### config.mk
export PLATFORM = sky130hd
export DESIGN_NAME = root_election_update_core_flat
export DESIGN_NICKNAME = d
export VERILOG_FILES = /design/src/design/reu_pkg.sv /design/src/design/reu_msg_if.sv /design/src/design/reu_res_if.sv /design/src/design/reu_decide.sv /design/src/design/root_election_update_core.sv /design/src/flat_wrapper.sv
export SDC_FILE = /design/constraint.sdc
export NUM_CORES = 1
export LEC_CHECK = 0
export ABC_AREA = 1
export BUFFER_PORTS_ARGS = -buffer_cell sky130_fd_sc_hd__buf_2
export CAP_MARGIN = 0
export CELL_PAD_IN_SITES_DETAIL_PLACEMENT = 0
export CELL_PAD_IN_SITES_GLOBAL_PLACEMENT = 1
export CORE_MARGIN = 4
export CORE_UTILIZATION = 25
export CTS_CLUSTER_DIAMETER = 50
export DETAILED_ROUTE_END_ITERATION = 8
export GPL_ROUTABILITY_DRIVEN = 0
export HOLD_SLACK_MARGIN = 0.08
export PLACE_DENSITY = 0.52
export SYNTH_ARGS = -nofsm -noshare
export SYNTH_HDL_FRONTEND = slang
export SYNTH_SLANG_ARGS = --single-unit
### constraint.sdc
create_clock -name clk_i -period 28.4 [get_ports clk_i]
set_input_delay 0 -clock clk_i [delete_from_list [all_inputs] [get_ports clk_i]]
set_output_delay 0 -clock clk_i [all_outputs]
set_load 0.005 [all_outputs]
### src/design/reu_pkg.sv
// Shared types and constants for the root election update block.
`default_nettype none

package reu_pkg;

  localparam int unsigned IdW      = 16;
  localparam int unsigned CostW    = 16;
  localparam int unsigned AgeW     = 32;
  localparam int unsigned SelW     = 2;
  localparam int unsigned NumLinks = 4;
  localparam int unsigned CfgIdxW  = 3;
  localparam int unsigned CfgDataW = 32;

  localparam logic [AgeW-1:0]  AgeInfinite = '1;
  localparam logic [CostW-1:0] CostMax     = '1;
  localparam logic [AgeW-1:0]  MaxAgeReset = AgeW'(1000);
  localparam logic [CostW-1:0] LinkReset   = CostW'(1);

  // Register indexes on the configuration port
  localparam logic [CfgIdxW-1:0] CFG_NODE_ID = 3'd0;
  localparam logic [CfgIdxW-1:0] CFG_MAX_AGE = 3'd1;
  localparam logic [CfgIdxW-1:0] CFG_LINK_A  = 3'd2;
  localparam logic [CfgIdxW-1:0] CFG_LINK_B  = 3'd3;
  localparam logic [CfgIdxW-1:0] CFG_LINK_C  = 3'd4;
  localparam logic [CfgIdxW-1:0] CFG_LINK_D  = 3'd5;

  // Item kinds
  localparam logic ACT_MSG  = 1'b0;
  localparam logic ACT_TICK = 1'b1;

  typedef struct packed {
    logic            action;
    logic [SelW-1:0] from_neighbor;
    logic [IdW-1:0]  reported_root;
    logic [CostW-1:0] reported_cost;
    logic [IdW-1:0]  sender_id;
    logic [AgeW-1:0] reported_age;
  } msg_t;

  typedef struct packed {
    logic [IdW-1:0]   cur_root;
    logic [CostW-1:0] cur_cost;
    logic             parent_valid;
    logic [SelW-1:0]  parent_sel;
    logic [AgeW-1:0]  root_age;
  } view_t;

  typedef struct packed {
    logic             changed;
    logic             crash_seen;
    logic [IdW-1:0]   root_id;
    logic [CostW-1:0] path_cost;
    logic             has_parent;
    logic [SelW-1:0]  parent_index;
    logic [AgeW-1:0]  advertised_age;
  } res_t;

  typedef struct packed {
    logic            drop;
    logic            crash;
    logic [SelW-1:0] crash_sel;
    view_t           view;
    res_t            res;
  } upd_t;

endpackage

`default_nettype wire

### src/design/reu_msg_if.sv
// Input message channel: valid/ready with the message fields.
`default_nettype none

interface reu_msg_if;
  logic        valid;
  logic        ready;
  logic        action;
  logic [1:0]  from_neighbor;
  logic [15:0] reported_root;
  logic [15:0] reported_cost;
  logic [15:0] sender_id;
  logic [31:0] reported_age;

  modport source (
    output valid, action, from_neighbor, reported_root, reported_cost, sender_id,
           reported_age,
    input  ready
  );
  modport sink (
    input  valid, action, from_neighbor, reported_root, reported_cost, sender_id,
           reported_age,
    output ready
  );
endinterface

`default_nettype wire

### src/design/reu_res_if.sv
// Result channel: valid/ready with the node's view after each message.
`default_nettype none

interface reu_res_if;
  logic        valid;
  logic        ready;
  logic        changed;
  logic        crash_seen;
  logic [15:0] root_id;
  logic [15:0] path_cost;
  logic        has_parent;
  logic [1:0]  parent_index;
  logic [31:0] advertised_age;

  modport source (
    output valid, changed, crash_seen, root_id, path_cost, has_parent, parent_index,
           advertised_age,
    input  ready
  );
  modport sink (
    input  valid, changed, crash_seen, root_id, path_cost, has_parent, parent_index,
           advertised_age,
    output ready
  );
endinterface

`default_nettype wire

### src/design/reu_decide.sv
// Single-pass judgment of one message: adoption, crash check and advertised age.
`default_nettype none

module reu_decide #(
  parameter int unsigned NEIGHBORS = 4
) (
  input  reu_pkg::msg_t                   msg_i,
  input  reu_pkg::view_t                  view_i,
  input  logic [reu_pkg::IdW-1:0]         node_id_i,
  input  logic [reu_pkg::AgeW-1:0]        max_age_i,
  input  logic [reu_pkg::CostW-1:0]       link_cost_i [reu_pkg::NumLinks],
  input  logic                            peer_known_i [NEIGHBORS],
  input  logic [reu_pkg::IdW-1:0]         peer_id_i [NEIGHBORS],
  input  logic                            heard_valid_i [NEIGHBORS],
  input  logic [reu_pkg::AgeW-1:0]        last_heard_i [NEIGHBORS],
  input  logic [reu_pkg::AgeW-1:0]        time_now_i,
  output reu_pkg::upd_t                   upd_o
);

  localparam logic [reu_pkg::SelW:0] NbLimit = (reu_pkg::SelW+1)'(NEIGHBORS);

  logic [reu_pkg::SelW-1:0]  n;
  logic [reu_pkg::SelW-1:0]  p_old;
  logic [reu_pkg::SelW-1:0]  p_new;
  logic [reu_pkg::CostW:0]   sum_wide;
  logic [reu_pkg::CostW-1:0] sum;
  logic [reu_pkg::IdW-1:0]   pid_n;
  logic [reu_pkg::IdW-1:0]   pid_p;
  logic                      hv_p;
  logic [reu_pkg::AgeW-1:0]  lh_p;
  logic [reu_pkg::AgeW-1:0]  elapsed;
  logic [reu_pkg::AgeW-1:0]  el_final;
  logic [reu_pkg::AgeW-1:0]  age_new;
  logic                      adopt;
  logic                      pv_new;
  logic                      crash;
  reu_pkg::view_t            view_f;

  assign n     = msg_i.from_neighbor;
  assign p_old = view_i.parent_sel;

  // Saturating path cost through the sending link
  assign sum_wide = {1'b0, msg_i.reported_cost} + {1'b0, link_cost_i[n]};
  assign sum      = sum_wide[reu_pkg::CostW] ? reu_pkg::CostMax
                                             : sum_wide[reu_pkg::CostW-1:0];

  // Peer ids as seen after first-contact recording
  always_comb begin
    pid_n = msg_i.sender_id;
    pid_p = msg_i.sender_id;
    for (int i = 0; i < NEIGHBORS; i++) begin
      if (n == reu_pkg::SelW'(i) && peer_known_i[i]) begin
        pid_n = peer_id_i[i];
      end
      if (p_old == reu_pkg::SelW'(i) && (n != p_old || peer_known_i[i])) begin
        pid_p = peer_id_i[i];
      end
    end
  end

  always_comb begin
    adopt = 1'b0;
    if (msg_i.reported_root < view_i.cur_root) begin
      adopt = 1'b1;
    end else if (msg_i.reported_root == view_i.cur_root) begin
      if (sum < view_i.cur_cost) begin
        adopt = 1'b1;
      end else if (sum == view_i.cur_cost && view_i.parent_valid && pid_n < pid_p) begin
        adopt = 1'b1;
      end
    end
  end

  assign p_new   = adopt ? n : p_old;
  assign pv_new  = adopt | view_i.parent_valid;
  assign age_new = adopt ? msg_i.reported_age : view_i.root_age;

  // Last-heard entry of the parent chosen after adoption
  always_comb begin
    hv_p = 1'b0;
    lh_p = '0;
    for (int i = 0; i < NEIGHBORS; i++) begin
      if (p_new == reu_pkg::SelW'(i)) begin
        hv_p = heard_valid_i[i];
        lh_p = last_heard_i[i];
      end
    end
  end

  assign elapsed = time_now_i - lh_p;

  assign crash = pv_new && ((hv_p && elapsed > max_age_i) ||
                            (n == p_new && msg_i.reported_age > age_new));

  always_comb begin
    if (crash) begin
      view_f.cur_root     = node_id_i;
      view_f.cur_cost     = '0;
      view_f.parent_valid = 1'b0;
      view_f.parent_sel   = '0;
      view_f.root_age     = reu_pkg::AgeInfinite;
    end else begin
      view_f.cur_root     = adopt ? msg_i.reported_root : view_i.cur_root;
      view_f.cur_cost     = adopt ? sum : view_i.cur_cost;
      view_f.parent_valid = pv_new;
      view_f.parent_sel   = p_new;
      view_f.root_age     = age_new;
    end
  end

  // The sender was just heard, so a parent equal to it has no silence yet
  assign el_final = (!view_f.parent_valid || n == p_new || !hv_p) ? '0 : elapsed;

  always_comb begin
    upd_o.drop      = ({1'b0, n} >= NbLimit);
    upd_o.crash     = crash;
    upd_o.crash_sel = p_new;
    upd_o.view      = view_f;
    upd_o.res.changed      = adopt | crash;
    upd_o.res.crash_seen   = crash;
    upd_o.res.root_id      = view_f.cur_root;
    upd_o.res.path_cost    = view_f.cur_cost;
    upd_o.res.has_parent   = view_f.parent_valid;
    upd_o.res.parent_index = view_f.parent_valid ? view_f.parent_sel : '0;
    if (view_f.root_age == reu_pkg::AgeInfinite) begin
      upd_o.res.advertised_age = max_age_i;
    end else if (el_final >= view_f.root_age) begin
      upd_o.res.advertised_age = '0;
    end else begin
      upd_o.res.advertised_age = view_f.root_age - el_final;
    end
  end

endmodule

`default_nettype wire

### src/design/root_election_update_core.sv
// Root election update for one node: message and tick items in, node view out.
//
// Usage:
//   msg_i carries items: action 0 is a message from neighbor from_neighbor,
//   action 1 is a time tick. Each accepted message from a neighbor below
//   NEIGHBORS gives one result on res_o; ticks and messages from higher
//   neighbor indexes give none.
//   Registers (node_id, max_age, four link costs) are written through
//   cfg_we_i / cfg_idx_i / cfg_wdata_i while the block is idle.
// Timing:
//   An accepted item lands in an input register; it is then judged against the
//   held view and, for a message, the result register loads, raising res_o.valid.
//   One item per cycle is sustained while results are taken: the judgment is a
//   single pass of one 17-bit add, two 32-bit subtracts and a few compares between
//   the input register and the result register.
// Stalls and reset:
//   While res_o.ready is low with a result waiting, a message in the input
//   register holds and msg_i.ready drops; a tick or a dropped message passes.
//   Reset clears both registers, the view (own root, cost 0, no parent,
//   infinite age), the peer and last-heard valid flags, and the tick count.
`default_nettype none

module root_election_update_core #(
  parameter int unsigned NEIGHBORS = 4
) (
  input  logic                           clk_i,
  input  logic                           rst_ni,
  input  logic                           cfg_we_i,
  input  logic [reu_pkg::CfgIdxW-1:0]    cfg_idx_i,
  input  logic [reu_pkg::CfgDataW-1:0]   cfg_wdata_i,
  reu_msg_if.sink                        msg_i,
  reu_res_if.source                      res_o
);

  logic                           in_vld_q;
  reu_pkg::msg_t                  in_q;
  logic                           out_vld_q;
  reu_pkg::res_t                  out_q;
  reu_pkg::view_t                 view_q;
  logic [reu_pkg::IdW-1:0]        node_id_q;
  logic [reu_pkg::AgeW-1:0]       max_age_q;
  logic [reu_pkg::CostW-1:0]      link_cost_q [reu_pkg::NumLinks];
  logic                           peer_known_q [NEIGHBORS];
  logic [reu_pkg::IdW-1:0]        peer_id_q [NEIGHBORS];
  logic                           heard_valid_q [NEIGHBORS];
  logic [reu_pkg::AgeW-1:0]       last_heard_q [NEIGHBORS];
  logic [reu_pkg::AgeW-1:0]       time_now_q;
  reu_pkg::upd_t                  upd;
  logic                           is_msg;
  logic                           out_free;
  logic                           process;
  logic                           emit;
  logic                           in_take;

  reu_decide #(
    .NEIGHBORS (NEIGHBORS)
  ) u_decide (
    .msg_i         (in_q),
    .view_i        (view_q),
    .node_id_i     (node_id_q),
    .max_age_i     (max_age_q),
    .link_cost_i   (link_cost_q),
    .peer_known_i  (peer_known_q),
    .peer_id_i     (peer_id_q),
    .heard_valid_i (heard_valid_q),
    .last_heard_i  (last_heard_q),
    .time_now_i    (time_now_q),
    .upd_o         (upd)
  );

  assign is_msg   = (in_q.action == reu_pkg::ACT_MSG);
  assign out_free = !out_vld_q || res_o.ready;
  // Ticks and dropped messages need no room in the result register
  assign process  = in_vld_q && (out_free || !is_msg || upd.drop);
  assign emit     = process && is_msg && !upd.drop;
  assign in_take  = msg_i.valid && msg_i.ready;

  assign msg_i.ready = !in_vld_q || process;

  // Input register
  always_ff @(posedge clk_i or negedge rst_ni) begin
    if (!rst_ni) begin
      in_vld_q <= 1'b0;
    end else if (msg_i.ready) begin
      in_vld_q <= msg_i.valid;
    end
  end

  always_ff @(posedge clk_i) begin
    if (in_take) begin
      in_q.action        <= msg_i.action;
      in_q.from_neighbor <= msg_i.from_neighbor;
      in_q.reported_root <= msg_i.reported_root;
      in_q.reported_cost <= msg_i.reported_cost;
      in_q.sender_id     <= msg_i.sender_id;
      in_q.reported_age  <= msg_i.reported_age;
    end
  end

  // Result register
  always_ff @(posedge clk_i or negedge rst_ni) begin
    if (!rst_ni) begin
      out_vld_q <= 1'b0;
    end else if (emit) begin
      out_vld_q <= 1'b1;
    end else if (res_o.ready) begin
      out_vld_q <= 1'b0;
    end
  end

  always_ff @(posedge clk_i) begin
    if (emit) begin
      out_q <= upd.res;
    end
  end

  assign res_o.valid          = out_vld_q;
  assign res_o.changed        = out_q.changed;
  assign res_o.crash_seen     = out_q.crash_seen;
  assign res_o.root_id        = out_q.root_id;
  assign res_o.path_cost      = out_q.path_cost;
  assign res_o.has_parent     = out_q.has_parent;
  assign res_o.parent_index   = out_q.parent_index;
  assign res_o.advertised_age = out_q.advertised_age;

  // Configuration registers
  always_ff @(posedge clk_i or negedge rst_ni) begin
    if (!rst_ni) begin
      node_id_q <= '0;
      max_age_q <= reu_pkg::MaxAgeReset;
      for (int i = 0; i < reu_pkg::NumLinks; i++) begin
        link_cost_q[i] <= reu_pkg::LinkReset;
      end
    end else if (cfg_we_i) begin
      unique case (cfg_idx_i)
        reu_pkg::CFG_NODE_ID: node_id_q      <= cfg_wdata_i[reu_pkg::IdW-1:0];
        reu_pkg::CFG_MAX_AGE: max_age_q      <= cfg_wdata_i[reu_pkg::AgeW-1:0];
        reu_pkg::CFG_LINK_A:  link_cost_q[0] <= cfg_wdata_i[reu_pkg::CostW-1:0];
        reu_pkg::CFG_LINK_B:  link_cost_q[1] <= cfg_wdata_i[reu_pkg::CostW-1:0];
        reu_pkg::CFG_LINK_C:  link_cost_q[2] <= cfg_wdata_i[reu_pkg::CostW-1:0];
        reu_pkg::CFG_LINK_D:  link_cost_q[3] <= cfg_wdata_i[reu_pkg::CostW-1:0];
        default: ;
      endcase
    end
  end

  // Node view; a new node id also moves the root when there is no parent
  always_ff @(posedge clk_i or negedge rst_ni) begin
    if (!rst_ni) begin
      view_q.cur_root     <= '0;
      view_q.cur_cost     <= '0;
      view_q.parent_valid <= 1'b0;
      view_q.parent_sel   <= '0;
      view_q.root_age     <= reu_pkg::AgeInfinite;
    end else if (emit) begin
      view_q <= upd.view;
    end else if (cfg_we_i && cfg_idx_i == reu_pkg::CFG_NODE_ID && !view_q.parent_valid) begin
      view_q.cur_root <= cfg_wdata_i[reu_pkg::IdW-1:0];
    end
  end

  // Tick count
  always_ff @(posedge clk_i or negedge rst_ni) begin
    if (!rst_ni) begin
      time_now_q <= '0;
    end else if (process && !is_msg) begin
      time_now_q <= time_now_q + reu_pkg::AgeW'(1);
    end
  end

  // Peer flags; the sender's heard flag wins over a crash clear of the same entry
  always_ff @(posedge clk_i or negedge rst_ni) begin
    if (!rst_ni) begin
      for (int i = 0; i < NEIGHBORS; i++) begin
        peer_known_q[i]  <= 1'b0;
        heard_valid_q[i] <= 1'b0;
      end
    end else if (emit) begin
      for (int i = 0; i < NEIGHBORS; i++) begin
        if (in_q.from_neighbor == reu_pkg::SelW'(i)) begin
          peer_known_q[i]  <= 1'b1;
          heard_valid_q[i] <= 1'b1;
        end else if (upd.crash && upd.crash_sel == reu_pkg::SelW'(i)) begin
          heard_valid_q[i] <= 1'b0;
        end
      end
    end
  end

  always_ff @(posedge clk_i) begin
    if (emit) begin
      for (int i = 0; i < NEIGHBORS; i++) begin
        if (in_q.from_neighbor == reu_pkg::SelW'(i)) begin
          last_heard_q[i] <= time_now_q;
          if (!peer_known_q[i]) begin
            peer_id_q[i] <= in_q.sender_id;
          end
        end
      end
    end
  end

  // Without a parent the node is its own root at cost zero with infinite age
  assert property (@(posedge clk_i) disable iff (!rst_ni)
    !view_q.parent_valid |-> (view_q.cur_cost == '0 &&
                              view_q.root_age == reu_pkg::AgeInfinite))
    else $error("orphan view carries cost or age");

  // A chosen parent is always a real neighbor
  assert property (@(posedge clk_i) disable iff (!rst_ni)
    view_q.parent_valid |-> ({1'b0, view_q.parent_sel} < (reu_pkg::SelW+1)'(NEIGHBORS)))
    else $error("parent index beyond neighbor count");

  // A new result comes only from a judged message
  assert property (@(posedge clk_i) disable iff (!rst_ni)
    (out_vld_q && (!$past(out_vld_q) || $past(res_o.ready))) |->
      $past(emit))
    else $error("result appeared without a judged message");

  // A crash always leaves the node without a parent
  assert property (@(posedge clk_i) disable iff (!rst_ni)
    (emit && upd.crash) |=> !view_q.parent_valid)
    else $error("crash left a parent in place");

  // The tick count moves only on a processed tick
  assert property (@(posedge clk_i) disable iff (!rst_ni)
    !$past(process && !is_msg) |-> $stable(time_now_q))
    else $error("tick count moved without a tick");

endmodule

`default_nettype wire

### src/flat_wrapper.sv
// flat-port wrapper written by rule: the top's interface ports become plain ports
module root_election_update_core_flat 
#(
  parameter int unsigned NEIGHBORS = 4
)
  (clk_i, rst_ni, cfg_we_i, cfg_idx_i, cfg_wdata_i, msg_i_valid, msg_i_action, msg_i_from_neighbor, msg_i_reported_root, msg_i_reported_cost, msg_i_sender_id, msg_i_reported_age, msg_i_ready, res_o_valid, res_o_changed, res_o_crash_seen, res_o_root_id, res_o_path_cost, res_o_has_parent, res_o_parent_index, res_o_advertised_age, res_o_ready);
  reu_msg_if msg_i_i ();
  reu_res_if res_o_i ();
  input  logic clk_i;
  input  logic rst_ni;
  input  logic cfg_we_i;
  input  logic [reu_pkg::CfgIdxW-1:0] cfg_idx_i;
  input  logic [reu_pkg::CfgDataW-1:0] cfg_wdata_i;
  input wire logic [$bits(msg_i_i.valid)-1:0] msg_i_valid;
  input wire logic [$bits(msg_i_i.action)-1:0] msg_i_action;
  input wire logic [$bits(msg_i_i.from_neighbor)-1:0] msg_i_from_neighbor;
  input wire logic [$bits(msg_i_i.reported_root)-1:0] msg_i_reported_root;
  input wire logic [$bits(msg_i_i.reported_cost)-1:0] msg_i_reported_cost;
  input wire logic [$bits(msg_i_i.sender_id)-1:0] msg_i_sender_id;
  input wire logic [$bits(msg_i_i.reported_age)-1:0] msg_i_reported_age;
  output wire logic [$bits(msg_i_i.ready)-1:0] msg_i_ready;
  output wire logic [$bits(res_o_i.valid)-1:0] res_o_valid;
  output wire logic [$bits(res_o_i.changed)-1:0] res_o_changed;
  output wire logic [$bits(res_o_i.crash_seen)-1:0] res_o_crash_seen;
  output wire logic [$bits(res_o_i.root_id)-1:0] res_o_root_id;
  output wire logic [$bits(res_o_i.path_cost)-1:0] res_o_path_cost;
  output wire logic [$bits(res_o_i.has_parent)-1:0] res_o_has_parent;
  output wire logic [$bits(res_o_i.parent_index)-1:0] res_o_parent_index;
  output wire logic [$bits(res_o_i.advertised_age)-1:0] res_o_advertised_age;
  input wire logic [$bits(res_o_i.ready)-1:0] res_o_ready;
  assign msg_i_i.valid = msg_i_valid;
  assign msg_i_i.action = msg_i_action;
  assign msg_i_i.from_neighbor = msg_i_from_neighbor;
  assign msg_i_i.reported_root = msg_i_reported_root;
  assign msg_i_i.reported_cost = msg_i_reported_cost;
  assign msg_i_i.sender_id = msg_i_sender_id;
  assign msg_i_i.reported_age = msg_i_reported_age;
  assign msg_i_ready = msg_i_i.ready;
  assign res_o_valid = res_o_i.valid;
  assign res_o_changed = res_o_i.changed;
  assign res_o_crash_seen = res_o_i.crash_seen;
  assign res_o_root_id = res_o_i.root_id;
  assign res_o_path_cost = res_o_i.path_cost;
  assign res_o_has_parent = res_o_i.has_parent;
  assign res_o_parent_index = res_o_i.parent_index;
  assign res_o_advertised_age = res_o_i.advertised_age;
  assign res_o_i.ready = res_o_ready;
  root_election_update_core #(.NEIGHBORS(NEIGHBORS)) u_core (.clk_i(clk_i), .rst_ni(rst_ni), .cfg_we_i(cfg_we_i), .cfg_idx_i(cfg_idx_i), .cfg_wdata_i(cfg_wdata_i), .msg_i(msg_i_i), .res_o(res_o_i));
endmodule
==> run summary, run 1 <==
Area share of the leading cell type in the synthesized netlist = 0.3521
Vias per std cell = 4.537
Depth of the CTS H-tree = 3
Total of fill cells in the finished design = 12120
Count of pins on the block boundary = 194
Setup repair after global routing missed its margin = no
Antenna violation net count after detailed routing = 0
Number of enable-type register cells in the synthesized netlist = 344
Category of the worst setup path capture point = flop
Aggregate global routing overflow = 0
Buffer depth of the longest clock path = 3
Leak = 15.98 nW
CP Data Required Time = 28.81 ns
Count of routing violations after the opening detailed-route iteration = 1699
TritonCTS clock tree = yes
Power density over the cells = 119.3 nW/um2
Final Slew Violations = 0
Worst rel slew slack = 0.2658
Wire per inst = 19.12 um
Insertion delay to the later sink of the worst-skew pair = 0.66 ns
Post-detail-place hpwl = 67.19 mm
Clock Skews = 0.02871 ns
Status = completed
Largest driver fanout on the critical path = 56
Initial antenna violation count = 6
Die boundary height = 350.6 um
Initial core utilization = 0.2521
# clock sinks = 565
Core Rows = 125
Count of maximum capacitance violations = 0
Cell at the slowest stage of the critical path = sky130_fd_sc_hd__a21oi_1
Synthesized net count = 3374
Chip width = 350.6 um
Cell types occupying the most area after synthesis = sky130_fd_sc_hd__edfxtp_1, sky130_fd_sc_hd__dfrtp_1, sky130_fd_sc_hd__nand2_1
Growth of design area from synthesis to finish = 26.31%
Register area = 15910 um2
Post-synthesis sequential area ratio = 0.5424
Top cell types by occurrence after synthesis = sky130_fd_sc_hd__nand2_1, sky130_fd_sc_hd__edfxtp_1, sky130_fd_sc_hd__o21ai_0, sky130_fd_sc_hd__inv_1, sky130_fd_sc_hd__ha_1
Proportion of layout cells with a drive suffix above 1 = 0.1304
Number of gates resized after cts = 0
Final period demand of the worst path = 18.04 ns
Main flop type after synthesis = sky130_fd_sc_hd__edfxtp_1
Slew at the pin closest to its max-slew limit = 1.101 ns
Layout Utilization = 0.3185
Wire length of the first global-routing pass = 145.7 mm
Port buffer count = 193
Startpoint types = flop
Path class of the lowest-slack min-delay path = in -> reg
Crit path largest cell delay = 0.85 ns
First-pass DRT Iterations = 5
Footprint of the multi-input gates = 11810 um2
Highest clock frequency the design can meet = 0.05544 GHz
Worst IR drop on VDD = 81.60 uV
Clock tree root driver cell = sky130_fd_sc_hd__clkbuf_16
Setup violators final = 0
Dominant cell type by area after synthesis = sky130_fd_sc_hd__edfxtp_1
Post-Syn Instances = 3057
Critical path start-end classification = reg -> reg
Count of state elements after synthesis = 565
Warnings, synthesis = 0
Most common cell on crit path = sky130_fd_sc_hd__nand2_1
Final cycle utilization of the critical path = 0.6352
Core region area = 116400 um2
Gr usage total = 0.1564
Post-synth design cell area = 29340 um2
Die ar. = 122900 um2
Async S/R FF share, synth = 0.3912
Vias = 22970
Number of clock buffers inserted by TritonCTS = 91
Number of global-route vias before repair = 22930
Final-stage net count = 3773
Syn Area/Cell = 9.597 um2
DRC violations left = 0
Most common cell in the netlist = sky130_fd_sc_hd__nand2_1
Post-CTS clock slew at the launch and capture registers of the worst setup and hold paths = 0.06 ns
TNS Setup = 0 ns
Worst path arrival time = 18.45 ns
Final number of hold-violating endpoints = 0
Number of distinct library cells after synthesis = 55
Largest net degree at the start of global routing = 80
Routed WL = 96.79 mm
[final timing paths]
path                                             start                               to  slack [ns]  cells past startpoint
worst min-delay path                msg_i_sender_id[2]                  u_core.in_q[34]        0.11                      2
min in group asynchronous                       rst_ni              u_core.max_age_q[6]        0.47                      3
max in group asynchronous                       rst_ni              u_core.max_age_q[1]       26.92                      4
worst min register to register  u_core.link_cost_q[49]           u_core.link_cost_q[49]        0.48                      2
worst max register to register         u_core.in_q[81]  u_core.res_o.advertised_age[30]       10.36                     94
worst max-delay path                   u_core.in_q[81]  u_core.res_o.advertised_age[30]       10.36                     94
[what timing repair did]
action	4_1_cts	5_1_grt
endpoints found under the hold margin	296	0
hold buffers	199	0
buffers inserted	0	0
[per-stage QoR]
stage	setup WS (ns)	hold slack [ns]	cell area [um2]	total power [mW]	instances
after floorplan	14.33	-0.2956	29340	2.633	3057
after global placement	10.58	0.08760	31970	3.323	4688
after detailed placement	10.11	0.08829	31970	3.307	4688
after CTS	10.06	0.08090	37050	4.480	5059
after global routing	8.046	0.09510	37050	4.812	5060
final	10.36	0.1077	37060	4.420	5063
[routing by layer]
metal  up-vias  GRT usage  wire length, um
met5         -          0                0
li1      11410          -                -
met1     11050     0.2241            47480
met3       101    0.02167             3781
met4         0    0.04118             1913
met2       414     0.2481            43610
[cell type report]
type | instances | share of cell area
well taps | 1524 | 0.05146
multi-input cells | 2076 | 0.3186
diodes | 4 | 0.0002701
flip-flops and latches | 565 | 0.4294
inverters | 297 | 0.03029
repair buffers | 425 | 0.08724
clock inverters | 62 | 0.01739
clock buffers | 110 | 0.06537
[critical path: cells and delay by family (launching register included)]
family | cells | cell delay [ns]
xor+xnor | 2 | 0.31
simple gates | 40 | 4.98
fa+ha+maj | 7 | 2.38
flops | 1 | 0.54
compound gates | 35 | 7.50
buf+inv | 10 | 2.06
[cell usage in the layout, fill, tap and decap left out, types with 39 or more instances in the layout]
cell type / count
sky130_fd_sc_hd__nand2_1: 718
sky130_fd_sc_hd__edfxtp_1: 344
sky130_fd_sc_hd__o21ai_0: 309
sky130_fd_sc_hd__inv_1: 289
sky130_fd_sc_hd__dlygate4sd3_1: 198
sky130_fd_sc_hd__buf_2: 192
sky130_fd_sc_hd__ha_1: 191
sky130_fd_sc_hd__a21oi_1: 184
sky130_fd_sc_hd__dfrtp_1: 179
sky130_fd_sc_hd__nor2_1: 150
sky130_fd_sc_hd__nand3_1: 121
sky130_fd_sc_hd__clkbuf_16: 94
sky130_fd_sc_hd__xor2_1: 55
sky130_fd_sc_hd__dfstp_2: 42
sky130_fd_sc_hd__o211ai_1: 39
[where the power goes]
| part | switching, mW | internal (mW) | total (mW) | leakage (nW) |
|---|---|---|---|---|
| clock network | 0.429 | 0.690 | 1.12 | 1.49 |
| registers | 0.0991 | 1.10 | 1.20 | 6.09 |
| logic | 1.38 | 0.717 | 2.10 | 8.40 |
[sequential cells by signal, summed over array words and instances, names as in the netlist, 32 cells and up]
| name | count |
|---|---|
| u_core.in_q | 83 |
| u_core.last_heard_q | 128 |
| u_core.link_cost_q | 64 |
| u_core.max_age_q | 32 |
| u_core.peer_id_q | 64 |
| u_core.res_o.advertised_age | 32 |
| u_core.time_now_q | 32 |
| u_core.view_q | 67 |
[cells by family after synthesis]
kind of cell / after synthesis / share of synthesized area
AO/OA/AOI/OAI: 709 / 0.1376
XOR/XNOR: 89 / 0.02721
adder cells (fa/ha/maj): 194 / 0.08350
buffers and inverters: 416 / 0.05680
flip-flops: 565 / 0.5424
AND/OR/NAND/NOR: 1084 / 0.1525
No activity file was read; power rests on OpenSTA's default activity.
==> inputs of run 2 (changes only) <==
- ABC_AREA: 1 -> 0
- PLACE_DENSITY: 0.52 -> 0.53
- clock period: 28.4 -> 14.65 ns (I/O delays scaled with it)
==> run 2 against run 1 <==
  * Setup slack worse by 9.4 ns
  * Largest cell class unchanged
  * Final cell count shrank 3.6%
  * Synthesized cell count is 10% lower
  * Total power is 94% higher
  * Clock skew is 0.0035 ns higher
==> run summary, run 2 <==
Status = completed
Routed WL = 97.15 mm
Core region area = 118700 um2
Cell types occupying the most area after synthesis = sky130_fd_sc_hd__edfxtp_1, sky130_fd_sc_hd__dfrtp_1, sky130_fd_sc_hd__ha_1
Warnings, synthesis = 0
Vias per std cell = 4.594
Initial antenna violation count = 7
Proportion of layout cells with a drive suffix above 1 = 0.1906
Die ar. = 125700 um2
Largest net degree at the start of global routing = 91
Placed Instance Area = 33100 um2
Final number of hold-violating endpoints = 0
Chip width = 354.6 um
Critical path start-end classification = reg -> reg
Setup violators final = 0
Worst rel slew slack = 0.2048
Post-CTS clock slew at the launch and capture registers of the worst setup and hold paths = 0.05 ns
Hold WS = 0.1118 ns
Worst IR drop on VDD = 124.7 uV
DRC violations left = 0
Worst path arrival time = 14.12 ns
Async S/R FF share, synth = 0.3912
Crit path largest cell delay = 0.54 ns
Port buffer count = 193
Combinational share of power = 0.481
Register with the highest flop count = u_core.last_heard_q
Final cycle utilization of the critical path = 0.9363
Depth of the CTS H-tree = 3
Register share of total power = 0.270
Largest registers = u_core.last_heard_q x128, u_core.in_q x83, u_core.view_q x67
Vias = 22420
Clock Skews = 0.03224 ns
Flip-flop count of the largest register, all copies and words added = 128
Internal power of the cells = 5.024 mW
Aggregate global routing overflow = 0
Reg2reg path depth = 58
Growth of design area from synthesis to finish = 28.23%
Count of maximum capacitance violations = 0
Initial core utilization = 0.2530
Cell at the slowest stage of the critical path = sky130_fd_sc_hd__mux4_2
Endpoint of the worst hold path = u_core.in_q[5]
Area share of the leading cell type in the synthesized netlist = 0.3439
Origin of the worst min-delay path = msg_i_reported_age[5]
Post-synth design cell area = 30040 um2
Switching part of the total = 0.4143
Final period demand of the worst path = 13.72 ns
Number of distinct library cells after synthesis = 78
Core Rows = 126
Die boundary height = 354.6 um
Buffer depth of the longest clock path = 3
Clock tree root driver cell = sky130_fd_sc_hd__clkbuf_16
Final-stage net count = 3518
Leak = 15.74 nW
Sw Pwr = 3.553 mW
Wire length of the first global-routing pass = 147.1 mm
Wire per inst = 19.90 um
Register-to-register setup slack = 0.93 ns
Post-detail-place hpwl = 68.35 mm
Post-Syn Instances = 2743
Post-synthesis sequential area ratio = 0.5298
Count of routing violations after the opening detailed-route iteration = 1572
TritonCTS clock tree = yes
Gr usage total = 0.1528
Number of global-route vias before repair = 23250
Post-layout instance area = 38510 um2
Category of the worst setup path capture point = flop
Final Slew Violations = 0
Largest driver fanout on the critical path = 21
Startpoint types = flop
Power density over the cells = 222.7 nW/um2
Top cell types by occurrence after synthesis = sky130_fd_sc_hd__nand2_1, sky130_fd_sc_hd__edfxtp_1, sky130_fd_sc_hd__nor2_1, sky130_fd_sc_hd__a21oi_1, sky130_fd_sc_hd__ha_1
First-pass DRT Iterations = 5
Start of the worst register-to-register path = u_core.in_q[80]
Antenna violation net count after detailed routing = 0
# clock sinks = 565
Syn Area/Cell = 10.95 um2
CP Data Required Time = 15.05 ns
Count of state elements after synthesis = 565
Main flop type after synthesis = sky130_fd_sc_hd__edfxtp_1
Most frequent standard cell in the layout excluding fill and tap cells = sky130_fd_sc_hd__nand2_1
Most used cells in the layout excluding fill and tap cells = sky130_fd_sc_hd__nand2_1, sky130_fd_sc_hd__edfxtp_1, sky130_fd_sc_hd__nor2_1
Most common cell on crit path = sky130_fd_sc_hd__a21oi_1
Number of enable-type register cells in the synthesized netlist = 344
Dominant cell type by area after synthesis = sky130_fd_sc_hd__edfxtp_1
Synthesized net count = 3060
Highest clock frequency the design can meet = 0.07290 GHz
Most common cell in the netlist = sky130_fd_sc_hd__nand2_1
Number of clock buffers inserted by TritonCTS = 90
Slew at the pin closest to its max-slew limit = 1.189 ns
Insertion delay to the later sink of the worst-skew pair = 0.68 ns
Worst Hold Depth = 2
Count of pins on the block boundary = 194
FF-to-FF End = u_core.res_o.advertised_age[18]
Share of total power in the clock network = 0.248
Path class of the lowest-slack min-delay path = in -> reg
[run 2: cell count changes after synthesis, sizes merged, moves of 21 or more]
cell    change
nand2     -361
o21ai     -219
inv       -200
mux2      +111
nor2       +82
mux2i      +69
a21o       +57
xnor2      +33
o211ai     -30
a22oi      -23
nand2b     +23
nor2b      +23
xor2       -22
and3       +21
[run 2: kinds of logic after synthesis]
group / Yosys count / synth area share
simple gates: 899 / 0.1349
compound gates: 575 / 0.1196
flops: 565 / 0.5298
buf+inv: 214 / 0.02829
mux: 196 / 0.07661
fa+ha+maj: 194 / 0.08157
xor+xnor: 100 / 0.02916
[run 2: worst max path at each step]
| stage | startpoint | to | slack [ns] |
|---|---|---|---|
| floorplan | u_core.in_q[80] | u_core.res_o.advertised_age[2] | 1.10 |
| global placement | u_core.in_q[80] | u_core.res_o.advertised_age[17] | -0.25 |
| detailed placement | u_core.in_q[80] | u_core.res_o.advertised_age[18] | -0.46 |
| CTS | u_core.in_q[80] | u_core.res_o.advertised_age[18] | 0.05 |
| global route | u_core.in_q[80] | u_core.res_o.advertised_age[17] | -0.01 |
| finish | u_core.in_q[80] | u_core.res_o.advertised_age[18] | 0.93 |
[run 2: final cells by class]
cell class,instances,area (um2)
tap,1600,2002
inverter,97,371.6
clock buffer,105,2360
antenna,2,5.005
timing repair buffer,482,3755
multi-input combinational,1965,13450
sequential,565,15910
clock inverter,65,654.4
fill,12020,80200
[run 2: power groups by stage]
stage | clock network (mW) | registers, mW | logic [mW]
after floorplan | 0 | 2.25 | 2.79
after global placement | 0 | 2.35 | 4.03
after detailed placement | 0 | 2.34 | 4.00
after CTS | 2.19 | 2.32 | 4.09
after global routing | 2.27 | 2.35 | 4.62
final | 2.13 | 2.32 | 4.13
[run 2: layer usage]
| layer | share of wire | global-route usage | routed length (um) |
|---|---|---|---|
| met1 | 0.46 | 0.2032 | 45050 |
| met2 | 0.47 | 0.2546 | 45900 |
| met3 | 0.040 | 0.02713 | 3925 |
| met4 | 0.023 | 0.04403 | 2271 |
| met5 | 0 | 0 | 0 |
[run 2: worst max-delay path, delay by kind of cell, from the launching register on]
family,cells,cell delay [ns]
flops,1,0.43
xor+xnor,1,0.30
simple gates,15,3.11
compound gates,30,6.09
buf+inv,3,0.51
fa+ha+maj,7,2.11
mux,2,0.84
[run 2: timing repair]
action / CTS / global route
setup buffers: 0 / 6
pin swaps: 1 / 8
gates cloned: 1 / 0
gates resized for setup: 2 / 32
hold buffers: 217 / 0
hold endpoints to repair: 315 / 0
setup endpoints to repair: 32 / 32
[run 2: metrics by stage]
step                power (mW)  utilization  cells  setup TNS (ns)  worst slack [ns]
CTS                      8.597       0.3228   4873               0           0.04555
finish                   8.577       0.3244   4881               0            0.9330
global placement         6.382       0.2788   4485          -2.488           -0.2453
floorplan                5.037            -   2743               0             1.101
global route             9.237       0.3244   4881        -0.01416          -0.01416
detailed placement       6.340       0.2788   4485          -9.250           -0.4602
